`src/rtl/particle_sensor_power_sequencer_unit_assert.svh`:
```
// assertion macros for the sequencer rtl
`ifndef PARTICLE_SENSOR_POWER_SEQUENCER_UNIT_ASSERT_SVH
`define PARTICLE_SENSOR_POWER_SEQUENCER_UNIT_ASSERT_SVH

// clocked check, masked while reset is high
`define PSPS_ASSERT_RST(lbl, clk, rst, prop, msg) \
   lbl: assert property (@(posedge clk) disable iff (rst) prop) else $error(msg);

// clocked check that also holds through reset
`define PSPS_ASSERT_ALWAYS(lbl, clk, prop, msg) \
   lbl: assert property (@(posedge clk) prop) else $error(msg);

`endif

```
`src/rtl/psps_pkg.sv`:
```
// types, codes and reset values for the particle sensor power sequencer
package psps_pkg;

   // sequencer states
   localparam logic [3:0] ST_REQ_INFO     = 4'd0;
   localparam logic [3:0] ST_WAIT_INFO    = 4'd1;
   localparam logic [3:0] ST_REQ_SERIAL   = 4'd2;
   localparam logic [3:0] ST_WAIT_SERIAL  = 4'd3;
   localparam logic [3:0] ST_IDLE         = 4'd4;
   localparam logic [3:0] ST_LASER_ON     = 4'd5;
   localparam logic [3:0] ST_WAIT_LASER   = 4'd6;
   localparam logic [3:0] ST_FAN_ON       = 4'd7;
   localparam logic [3:0] ST_WAIT_FAN     = 4'd8;
   localparam logic [3:0] ST_READY        = 4'd9;
   localparam logic [3:0] ST_SAMPLE_START = 4'd10;
   localparam logic [3:0] ST_SAMPLE_WAIT  = 4'd11;
   localparam logic [3:0] ST_LASER_OFF    = 4'd12;
   localparam logic [3:0] ST_FAN_OFF      = 4'd13;

   // link commands
   localparam logic [2:0] CMD_NONE      = 3'd0;
   localparam logic [2:0] CMD_INFO      = 3'd1;
   localparam logic [2:0] CMD_SERIAL    = 3'd2;
   localparam logic [2:0] CMD_LASER_ON  = 3'd3;
   localparam logic [2:0] CMD_FAN_ON    = 3'd4;
   localparam logic [2:0] CMD_HISTOGRAM = 3'd5;
   localparam logic [2:0] CMD_LASER_OFF = 3'd6;
   localparam logic [2:0] CMD_FAN_OFF   = 3'd7;

   // request event codes
   localparam logic [2:0] EV_POLL    = 3'd0;
   localparam logic [2:0] EV_TICK    = 3'd1;
   localparam logic [2:0] EV_START   = 3'd2;
   localparam logic [2:0] EV_STOP    = 3'd3;
   localparam logic [2:0] EV_TRIGGER = 3'd4;

   // register indexes (byte address = 4 * index)
   localparam logic [2:0] REG_LOW_POWER     = 3'd0;
   localparam logic [2:0] REG_INFO_WAIT     = 3'd1;
   localparam logic [2:0] REG_SERIAL_WAIT   = 3'd2;
   localparam logic [2:0] REG_LASER_WAIT    = 3'd3;
   localparam logic [2:0] REG_FAN_WAIT      = 3'd4;
   localparam logic [2:0] REG_LASER_THRESH  = 3'd5;

   localparam int CSR_ADDR_W = 5;

   localparam logic [15:0] RST_INFO_WAIT    = 16'd29;
   localparam logic [15:0] RST_SERIAL_WAIT  = 16'd29;
   localparam logic [15:0] RST_LASER_WAIT   = 16'd149;
   localparam logic [15:0] RST_FAN_WAIT     = 16'd249;
   localparam logic [15:0] RST_LASER_THRESH = 16'd300;

   localparam logic [7:0]  OLDER_MODEL_CHAR = 8'h32;
   localparam logic [15:0] COUNTER_MAX      = 16'hFFFF;

   typedef struct packed {
      logic        low_power;
      logic [15:0] info_wait_ticks;
      logic [15:0] serial_wait_ticks;
      logic [15:0] laser_wait_ticks;
      logic [15:0] fan_wait_ticks;
      logic [15:0] laser_threshold;
   } cfg_type;

   typedef struct packed {
      logic [3:0]  seq_state;
      logic [15:0] wait_counter;
      logic        sampling_enabled;
      logic        older_model;
   } seq_type;

   typedef struct packed {
      logic [2:0]  func;
      logic        comm_ready;
      logic        cmd_accepted;
      logic        response_ready;
      logic [7:0]  model_char;
      logic [15:0] laser_status;
   } req_type;

endpackage

```
`src/rtl/psps_csr.sv`:
```
// apb register bank for the sequencer timing and mode settings
module psps_csr (
   input  logic                               clock,
   input  logic                               reset,
   input  logic                               csr_psel,
   input  logic                               csr_penable,
   input  logic                               csr_pwrite,
   input  logic [psps_pkg::CSR_ADDR_W-1:0]    csr_paddr,
   input  logic [31:0]                        csr_pwdata,
   output logic [31:0]                        csr_prdata,
   output psps_pkg::cfg_type                  cfg
);
   import psps_pkg::*;

   cfg_type    cfg_ff;
   cfg_type    cfg_in;
   logic       wr_en;
   logic [2:0] reg_idx;

   assign reg_idx = csr_paddr[CSR_ADDR_W-1:2];
   assign wr_en   = csr_psel & csr_penable & csr_pwrite;

   always_comb begin
      cfg_in = cfg_ff;
      if (wr_en) begin
         case (reg_idx)
            REG_LOW_POWER:    cfg_in.low_power         = csr_pwdata[0];
            REG_INFO_WAIT:    cfg_in.info_wait_ticks   = csr_pwdata[15:0];
            REG_SERIAL_WAIT:  cfg_in.serial_wait_ticks = csr_pwdata[15:0];
            REG_LASER_WAIT:   cfg_in.laser_wait_ticks  = csr_pwdata[15:0];
            REG_FAN_WAIT:     cfg_in.fan_wait_ticks    = csr_pwdata[15:0];
            REG_LASER_THRESH: cfg_in.laser_threshold   = csr_pwdata[15:0];
            default:          cfg_in = cfg_ff;
         endcase
      end
   end

   always_ff @(posedge clock) begin
      if (reset) begin
         cfg_ff.low_power         <= 1'b0;
         cfg_ff.info_wait_ticks   <= RST_INFO_WAIT;
         cfg_ff.serial_wait_ticks <= RST_SERIAL_WAIT;
         cfg_ff.laser_wait_ticks  <= RST_LASER_WAIT;
         cfg_ff.fan_wait_ticks    <= RST_FAN_WAIT;
         cfg_ff.laser_threshold   <= RST_LASER_THRESH;
      end else begin
         cfg_ff <= cfg_in;
      end
   end

   always_comb begin
      case (reg_idx)
         REG_LOW_POWER:    csr_prdata = {31'd0, cfg_ff.low_power};
         REG_INFO_WAIT:    csr_prdata = {16'd0, cfg_ff.info_wait_ticks};
         REG_SERIAL_WAIT:  csr_prdata = {16'd0, cfg_ff.serial_wait_ticks};
         REG_LASER_WAIT:   csr_prdata = {16'd0, cfg_ff.laser_wait_ticks};
         REG_FAN_WAIT:     csr_prdata = {16'd0, cfg_ff.fan_wait_ticks};
         REG_LASER_THRESH: csr_prdata = {16'd0, cfg_ff.laser_threshold};
         default:          csr_prdata = 32'd0;
      endcase
   end

   assign cfg = cfg_ff;

endmodule

```
`src/rtl/psps_step.sv`:
```
// next-state and command logic for one sequencer event
module psps_step (
   input  psps_pkg::cfg_type  cfg,
   input  psps_pkg::seq_type  cur,
   input  psps_pkg::req_type  req,
   output psps_pkg::seq_type  nxt,
   output logic [2:0]         command,
   output logic               laser_fail
);
   import psps_pkg::*;

   always_comb begin
      nxt        = cur;
      command    = CMD_NONE;
      laser_fail = 1'b0;
      case (req.func)
         EV_POLL: begin
            case (cur.seq_state)
               ST_REQ_INFO: begin
                  if (req.comm_ready) begin
                     command = CMD_INFO;
                     if (req.cmd_accepted) begin
                        nxt.seq_state    = ST_WAIT_INFO;
                        nxt.wait_counter = 16'd0;
                     end
                  end
               end
               ST_WAIT_INFO: begin
                  if (cur.wait_counter > cfg.info_wait_ticks && req.response_ready) begin
                     if (req.model_char == OLDER_MODEL_CHAR) nxt.older_model = 1'b1;
                     nxt.seq_state = ST_REQ_SERIAL;
                  end
               end
               ST_REQ_SERIAL: begin
                  if (req.comm_ready) begin
                     command = CMD_SERIAL;
                     if (req.cmd_accepted) begin
                        nxt.seq_state    = ST_WAIT_SERIAL;
                        nxt.wait_counter = 16'd0;
                     end
                  end
               end
               ST_WAIT_SERIAL: begin
                  if (cur.wait_counter > cfg.serial_wait_ticks && req.response_ready)
                     nxt.seq_state = ST_IDLE;
               end
               ST_LASER_ON: begin
                  if (req.comm_ready) begin
                     command = CMD_LASER_ON;
                     if (req.cmd_accepted) begin
                        nxt.seq_state    = ST_WAIT_LASER;
                        nxt.wait_counter = 16'd0;
                     end
                  end
               end
               ST_WAIT_LASER: begin
                  if (cur.wait_counter > cfg.laser_wait_ticks) nxt.seq_state = ST_FAN_ON;
               end
               ST_FAN_ON: begin
                  if (req.comm_ready) begin
                     command = CMD_FAN_ON;
                     if (req.cmd_accepted) begin
                        nxt.seq_state    = ST_WAIT_FAN;
                        nxt.wait_counter = 16'd0;
                     end
                  end
               end
               ST_WAIT_FAN: begin
                  if (cur.wait_counter > cfg.fan_wait_ticks) begin
                     nxt.seq_state    = ST_READY;
                     nxt.wait_counter = 16'd0;
                  end
               end
               ST_SAMPLE_START: begin
                  if (req.comm_ready) begin
                     command = CMD_HISTOGRAM;
                     if (req.cmd_accepted) nxt.seq_state = ST_SAMPLE_WAIT;
                  end
               end
               ST_SAMPLE_WAIT: begin
                  if (req.response_ready) begin
                     if (req.laser_status < cfg.laser_threshold) begin
                        laser_fail    = 1'b1;
                        nxt.seq_state = ST_LASER_ON;
                     end else begin
                        nxt.seq_state = cfg.low_power ? ST_LASER_OFF : ST_READY;
                     end
                  end
               end
               ST_LASER_OFF: begin
                  if (req.comm_ready) begin
                     command = CMD_LASER_OFF;
                     if (req.cmd_accepted) nxt.seq_state = ST_FAN_OFF;
                  end
               end
               ST_FAN_OFF: begin
                  if (req.comm_ready) begin
                     command = CMD_FAN_OFF;
                     if (req.cmd_accepted) nxt.seq_state = ST_IDLE;
                  end
               end
               default: begin
                  nxt = cur;
               end
            endcase
         end
         EV_TICK: begin
            if (cur.wait_counter != COUNTER_MAX) nxt.wait_counter = cur.wait_counter + 16'd1;
         end
         EV_START: begin
            if (!cfg.low_power) nxt.seq_state = ST_LASER_ON;
            nxt.sampling_enabled = 1'b1;
         end
         EV_STOP: begin
            nxt.seq_state        = ST_LASER_OFF;
            nxt.sampling_enabled = 1'b0;
         end
         EV_TRIGGER: begin
            if (cur.sampling_enabled) begin
               if (cur.seq_state == ST_IDLE)
                  nxt.seq_state = cfg.low_power ? ST_LASER_ON : ST_SAMPLE_START;
               else if (cur.seq_state == ST_READY)
                  nxt.seq_state = ST_SAMPLE_START;
            end
         end
         default: begin
            nxt = cur;
         end
      endcase
   end

endmodule

```
`src/rtl/particle_sensor_power_sequencer_unit.sv`:
```
// top level of the particle sensor power sequencer
// a request accepted at a clock edge has its response registered at that same edge
// throughput: one request per cycle while rsp_tready is high; state and response register
//   load at the accepting edge, so back-to-back requests chain without gaps
// reset: synchronous, active high; clears sequencer state, flags, tick counter and
//   response valid, and loads the register defaults
`include "particle_sensor_power_sequencer_unit_assert.svh"

module particle_sensor_power_sequencer_unit (
   input  logic                               clock,
   input  logic                               reset,
   // request channel
   input  logic                               req_tvalid,
   output logic                               req_tready,
   // tdata, lsb up: comm_ready, cmd_accepted, response_ready, model_char[7:0],
   //   laser_status[15:0], zero fill
   input  logic [31:0]                        req_tdata,
   // tuser: func[2:0]
   input  logic [2:0]                         req_tuser,
   // response channel
   output logic                               rsp_tvalid,
   input  logic                               rsp_tready,
   // tdata, lsb up: seq_state[3:0], command[2:0], laser_fail, older_model,
   //   sampling_on, zero fill
   output logic [15:0]                        rsp_tdata,
   // configuration port
   input  logic                               csr_psel,
   input  logic                               csr_penable,
   input  logic                               csr_pwrite,
   input  logic [psps_pkg::CSR_ADDR_W-1:0]    csr_paddr,
   input  logic [31:0]                        csr_pwdata,
   output logic [31:0]                        csr_prdata,
   output logic                               csr_pready
);
   import psps_pkg::*;

   cfg_type     cfg;
   req_type     req;
   seq_type     seq_ff;
   seq_type     seq_nxt;
   logic [2:0]  step_command;
   logic        step_fail;
   logic        req_fire;
   logic        rsp_valid_ff;
   logic        rsp_valid_in;
   logic [15:0] rsp_data_ff;

   assign csr_pready = 1'b1;

   psps_csr u_csr (
      .clock       (clock),
      .reset       (reset),
      .csr_psel    (csr_psel),
      .csr_penable (csr_penable),
      .csr_pwrite  (csr_pwrite),
      .csr_paddr   (csr_paddr),
      .csr_pwdata  (csr_pwdata),
      .csr_prdata  (csr_prdata),
      .cfg         (cfg)
   );

   // unpack the request
   assign req.func           = req_tuser;
   assign req.comm_ready     = req_tdata[0];
   assign req.cmd_accepted   = req_tdata[1];
   assign req.response_ready = req_tdata[2];
   assign req.model_char     = req_tdata[10:3];
   assign req.laser_status   = req_tdata[26:11];

   psps_step u_step (
      .cfg        (cfg),
      .cur        (seq_ff),
      .req        (req),
      .nxt        (seq_nxt),
      .command    (step_command),
      .laser_fail (step_fail)
   );

   // take a new request whenever the output slot is empty or being drained
   assign req_tready = !rsp_valid_ff || rsp_tready;
   assign req_fire   = req_tvalid && req_tready;

   always_comb begin
      rsp_valid_in = rsp_valid_ff;
      if (req_fire)        rsp_valid_in = 1'b1;
      else if (rsp_tready) rsp_valid_in = 1'b0;
   end

   // sequencer state advances only on an accepted request
   always_ff @(posedge clock) begin
      if (reset) begin
         seq_ff.seq_state        <= ST_REQ_INFO;
         seq_ff.wait_counter     <= 16'd0;
         seq_ff.sampling_enabled <= 1'b0;
         seq_ff.older_model      <= 1'b0;
         rsp_valid_ff            <= 1'b0;
      end else begin
         if (req_fire) seq_ff <= seq_nxt;
         rsp_valid_ff <= rsp_valid_in;
      end
   end

   // response payload, no reset needed
   always_ff @(posedge clock) begin
      if (req_fire) begin
         rsp_data_ff <= {6'd0, seq_nxt.sampling_enabled, seq_nxt.older_model, step_fail,
                         step_command, seq_nxt.seq_state};
      end
   end

   assign rsp_tvalid = rsp_valid_ff;
   assign rsp_tdata  = rsp_data_ff;

   // a full, stalled output slot must hold off new requests
   `PSPS_ASSERT_ALWAYS(a_stall_blocks_req, clock,
      (rsp_valid_ff && !rsp_tready) |-> !req_tready, "request taken into a stalled slot")

   // every accepted request lands in the output slot
   `PSPS_ASSERT_RST(a_fire_gives_rsp, clock, reset,
      req_fire |=> rsp_valid_ff, "accepted request produced no response")

   // only a poll step offers a command
   `PSPS_ASSERT_RST(a_cmd_only_on_poll, clock, reset,
      (req_fire && req_tuser != EV_POLL) |=> (rsp_data_ff[6:4] == CMD_NONE),
      "command offered on a non-poll event")

   // a tick below the top steps the counter by one
   `PSPS_ASSERT_RST(a_tick_counts, clock, reset,
      (req_fire && req_tuser == EV_TICK && seq_ff.wait_counter != COUNTER_MAX)
         |=> (seq_ff.wait_counter == $past(seq_ff.wait_counter) + 16'd1),
      "tick did not advance the wait counter")

   // stop always clears sampling
   `PSPS_ASSERT_RST(a_stop_clears, clock, reset,
      (req_fire && req_tuser == EV_STOP) |=> !seq_ff.sampling_enabled,
      "stop left sampling enabled")

endmodule
```
`config.mk`:
```
export PLATFORM = sky130hd
export DESIGN_NAME = particle_sensor_power_sequencer_unit
export DESIGN_NICKNAME = d
export VERILOG_FILES = /design/src/rtl/psps_pkg.sv /design/src/rtl/psps_csr.sv /design/src/rtl/psps_step.sv /design/src/rtl/particle_sensor_power_sequencer_unit.sv
export VERILOG_INCLUDE_DIRS = /design/src /design/src/rtl
export SDC_FILE = /design/constraint.sdc
export NUM_CORES = 1
export LEC_CHECK = 0
export BUFFER_PORTS_ARGS = -buffer_cell sky130_fd_sc_hd__buf_2
export CORE_MARGIN = 3
export CORE_UTILIZATION = 40
export CTS_BUF_LIST = sky130_fd_sc_hd__clkbuf_8
export DETAILED_ROUTE_END_ITERATION = 10
export MAX_ROUTING_LAYER = met4
export PLACE_DENSITY = 0.68
export SLEW_MARGIN = 40
export SYNTH_ARGS = -nofsm -noshare
export SYNTH_HDL_FRONTEND = slang
export SYNTH_SLANG_ARGS = --single-unit
```
`constraint.sdc`:
```
create_clock -name clock -period 3.1 [get_ports clock]
set_input_delay 0.465 -clock clock [delete_from_list [all_inputs] [get_ports clock]]
set_output_delay 0.465 -clock clock [all_outputs]
set_load 0.05 [all_outputs]
```
======== Word-level counts from Yosys, hierarchy flattened ========
Cells that the tools add are included.
W data, S select, Z words.
storage, ports and cells
  bits in registers ....................... 114
  input port bits ......................... 79
  output and inout port bits .............. 51
operators by class
  add/sub/neg operators ................... 1
  order comparisons ....................... 5
  eq/ne operators ......................... 35
  mux-type cells .......................... 48
  bitwise gates (word level) .............. 2
  reductions and logical operators ........ 18
operators by type and width
  kind                     count
  $mux W20                 9
  $pmux W16 S6             1
  $pmux W16 S5             1
  $gt A16 B16 Y1           4
  $mux W4                  16
  $pmux W4 S12             1
  $pmux W16 S2             1
  $eq A4 B4 Y1 const B     6
  $ne A3 B3 Y1 const B     8
  $pmux W3 S7              1
  $add A16 B1 Y16 const B  1
  $eq A4 B3 Y1 const B     4
  $lt A16 B16 Y1           1
  $mux W16                 1
  $ne A16 B16 Y1 const B   1
  $pmux W4 S4              1
  $mux W3                  5
  $reduce_and A13 Y1       1
  $eq A3 B2 Y1 const B     4
  $reduce_and A2 Y1        6
  $eq A3 B3 Y1 const B     3
  $eq A4 B2 Y1 const B     2
  $eq A8 B6 Y1 const B     1
  $mux W1                  8
  other kinds (15)         22

======== Logic depth before layout (Yosys ltp) ========
  depth in word-level cells ............... 5
  depth in mapped cells ................... 10
  mapped depth without buffers ............ 9

======== By module ========
Synthesis repeated with hierarchy kept, for this count alone.
second synthesis, totals
  cell total of the unflattened synthesis .. 1,070
  area, all modules ....................... 8,730.9 um^2
modules (own cells, without submodules)
  module                                instances  cells each  area an instance (um^2)  seq. area each (um^2)
  psps_csr                              1          452         4,151.5                  1,621.6
  psps_step                             1          494         3,200.6                  0.0
  particle_sensor_power_sequencer_unit  1          124         1,378.8                  760.7

======== Worst setup path after synthesis ========
No wires, ideal clock.
  path type ............................... input -> output
  start point ............................. input port csr_paddr[3] in the netlist's numbering
  end point ............................... output port csr_prdata[10]
  arrival ................................. 2.385 ns
  data required time ...................... 2.635 ns
  path slack .............................. 0.250 ns
  cell stages on the path ................. 6
  buffers on the path ..................... 3
  cell sequence ........................... clkbuf_1 nor2b_1 clkbuf_1 clkbuf_1 a21oi_1 a21oi_1
on the way
  longest elaborated chain between the ends .. 2
ends and longest elaborated chain
  element                                     RTL line                                    text
  from (decl)                                 particle_sensor_power_sequencer_unit.sv:30  input logic [psps_pkg::CSR_ADDR_W-1:0] csr_paddr,
  $eq A3 B3 Y1, or another cell as far along  psps_csr.sv:52                              case (reg_idx)
  $pmux W16 S6 *                              psps_csr.sv:52
  to (decl)                                   particle_sensor_power_sequencer_unit.sv:32  output logic [31:0] csr_prdata,
Mark *: on every way between the ends. The rest lies on a longest branch, timed or not.

==> results.sh <==
export IMPL_pwr_share_seq_pct=42.1
export IMPL_synth_ff_type="dfxtp_1"
export IMPL_swShare_pct=29.8
export IMPL_clockBufferDepth=2
export IMPL_drt_wirelength_per_cell_microns=16.3
export IMPL_ir_drop_uv=247
export IMPL_grt_antenna_before_repair=0
export IMPL_post_cts_buffers=0
export IMPL_die_area_sq_um=21000
export IMPL_grt_pass1_wl_microns=35400
export IMPL_cts_tree="built"
export IMPL_clkLatencyLatePin_ns=0.46
export IMPL_synthTopCellsByArea="dfxtp_1, ha_1, nand2_1"
export IMPL_maxSlewViolCount=0
export IMPL_layout_nets=1238
export IMPL_die_x_microns=145
export IMPL_clock_sinks=114
export IMPL_cp_end_kind="flop"
export IMPL_overflow=0
export IMPL_path_delay_family="simple AND/OR/NAND/NOR gates"
export IMPL_cts_root_buf="clkbuf_8"
export IMPL_yosysTopAreaCell="dfxtp_1"
export IMPL_synth_area_sq_um=7710
export IMPL_critPathLaunchType="flop"
export IMPL_slew_headroom_pct=49.8
export IMPL_power_frac_comb_pct=15.2
export IMPL_min_period_ns=2.90
export IMPL_cts_made_buffers=17
export IMPL_grt_start_max_net_pins=60
export IMPL_critPathKind="reg -> reg"
export IMPL_max_freq_mhz=345
export IMPL_yosysSeqAreaShare_pct=30.9
export IMPL_crit_chain="ha_1 > nand4_1 > or4_1 > a21o_1 > a31oi_2 > nor2b_1 > nor4b_2 > a21oi_1"
export IMPL_ant_nets=0
export IMPL_n_fill_cell=1867
export IMPL_fin_ws_ns=0.201
export IMPL_vias_per_cell=5.46
export IMPL_grt_pass1_vias=6860
export IMPL_yosys_warnings=0
export IMPL_setup_tns_ns=0
export IMPL_core_area_sq_um=18800
export IMPL_fin_cells=1352
export IMPL_dp_hpwl_microns=16600
export IMPL_yosys_area_top_type_share_pct=27.0
export IMPL_outcome="finished clean"
export IMPL_worst_path_buf_inv=0
export IMPL_synth_seq_cells=114
export IMPL_finish_instance_area_sq_um=8840
export IMPL_synth_common_cells="nand2_1, a21oi_1, dfxtp_1, inv_1, ha_1"
export IMPL_power_density_nw_per_um2=413
export IMPL_hold_violations=0
export IMPL_rows=50
export IMPL_grt_total_usage_pct=21.9
export IMPL_rsz0062_at_grt="no"
export IMPL_critical_path_max_stage_delay_ns=0.63
export IMPL_tightest_slew_ns=0.750
export IMPL_power_switching_w=0.00109
export IMPL_avgSynthCellArea_sq_um=7.71
export IMPL_h_tree_depth=4
export IMPL_setup_violations=0
export IMPL_chipHeight_microns=145
export IMPL_ios=130
export IMPL_drive_gt1_share_pct=15.2
export IMPL_p_leak_nw=3.60
export IMPL_first_iter_violations=504
export IMPL_routed_wl_microns=22000
export IMPL_area_growth_pct=14.7
export IMPL_place_gp_congestion=0.917
export IMPL_drt_pre_antenna_iters=5
export IMPL_fin_crit_sh_pct=93.5
export IMPL_synthArstFlopShare_pct=0
export IMPL_io_buffers=83
export IMPL_start_util_pct=40.9
export IMPL_critPathSlowestCell="or4_1"
export IMPL_cap_violations=0
export IMPL_drc=0
export IMPL_cp_max_fo=8
export IMPL_diodes=0
export IMPL_arrival_ns=3.09
export IMPL_netlist_instances=1000
export IMPL_place_ws_ns=0.185
export IMPL_placed_cell_area_sq_um=8390
export IMPL_hold_class="in -> reg"
export IMPL_required_ns=3.29
export IMPL_num_vias=7376
export IMPL_synth_most_common_cell="nand2_1"
export IMPL_dp_cells=1320
export IMPL_clk_pin_slew_ns=0.08
export IMPL_clkPwrFrac_pct=42.7
export IMPL_intPower_w=0.00257
export IMPL_synth_edff_count=10
export IMPL_synth_cell_types=72
export IMPL_finClkSkew_ns=0.0184
-- metrics by stage --
stage          util, %  hold slack [ns]  power, W
5_1_grt           47.0            0.260   0.00379
6_report          47.0            0.260   0.00365
4_1_cts           46.9            0.238   0.00366
2_1_floorplan        -            0.436   0.00198
3_5_place_dp      44.6            0.449   0.00212
3_3_place_gp      44.6            0.445   0.00211
-- flip-flops by register name, summed over array words and instances, names as in the netlist --
register,cells
u_csr.cfg,81
seq_ff,22
rsp_tdata,10
rsp_tvalid,1
-- cells by family (layout without fill, tap and decap cells) --
group                    count (synthesis)  in the layout  synth area share, %
multiplexers                            19             19                 2.48
adder cells (fa/ha/maj)                 81             81                 13.1
buffers and inverters                  161            232                 9.15
AO/OA/AOI/OAI                          275            275                 23.0
XOR/XNOR                                10             10                 1.14
other                                    2             23               0.0974
AND/OR/NAND/NOR                        338            338                 20.1
flip-flops                             114            114                 30.9
-- worst paths after layout --
kind,cells past startpoint,start,slack [ns],to
min reg2reg,2,u_csr.cfg[78],0.46,u_csr.cfg[78]
min,3,req_tvalid,0.26,rsp_tvalid
max,8,seq_ff[10],0.20,rsp_tdata[0]
max reg2reg,8,seq_ff[10],0.20,rsp_tdata[0]
-- cell usage in the layout, fill, tap and decap left out, types with 16 or more instances in the layout --
cell type,instances
a211oi_1,16
a21oi_1,132
a221oi_1,16
buf_2,83
buf_4,30
clkbuf_8,18
conb_1,23
dfxtp_1,104
ha_1,80
inv_1,86
mux2i_1,18
nand2_1,184
nand3_1,21
nand4_1,16
nor2_1,51
o211ai_1,24
o21ai_0,26
-- power by group through the flow --
stage	Clock [W]	Combinational, W	Sequential, W
2_1_floorplan	0	0.000390	0.00159
3_3_place_gp	0	0.000541	0.00157
3_5_place_dp	0	0.000547	0.00157
4_1_cts	0.00157	0.000550	0.00154
5_1_grt	0.00164	0.000603	0.00154
6_report	0.00156	0.000556	0.00154
-- worst reg2reg max path: stages (launching register included) --
cell and delay (ns):
dfxtp_1 0.41, ha_1 0.33, nand4_1 0.15, or4_1 0.63, a21o_1 0.20, a31oi_2 0.28, nor2b_1 0.15, nor4b_2 0.36
a21oi_1 0.13
-- repair_timing --
item,CTS,global route
hold buffers,0,0
gates resized for setup,0,1
endpoints found under the setup margin,0,2
-- final cells by class --
type,instances,area [sq um],area share [%]
Tap cell,260,325,3.68
Clock inverter,14,189,2.14
Sequential cell,114,2380,26.9
Inverter,87,327,3.69
Multi-Input combinational cell,746,4730,53.5
Clock buffer,18,248,2.80
Timing Repair Buffer,113,641,7.24
-- routing by layer --
layer  global-route usage (%)  share of wire, %
met2                     34.6                47
met5                        -                 0
met4                     6.09               1.8
met3                     3.45               5.8
met1                     29.1                46
Power figures use the tool's default switching activity.
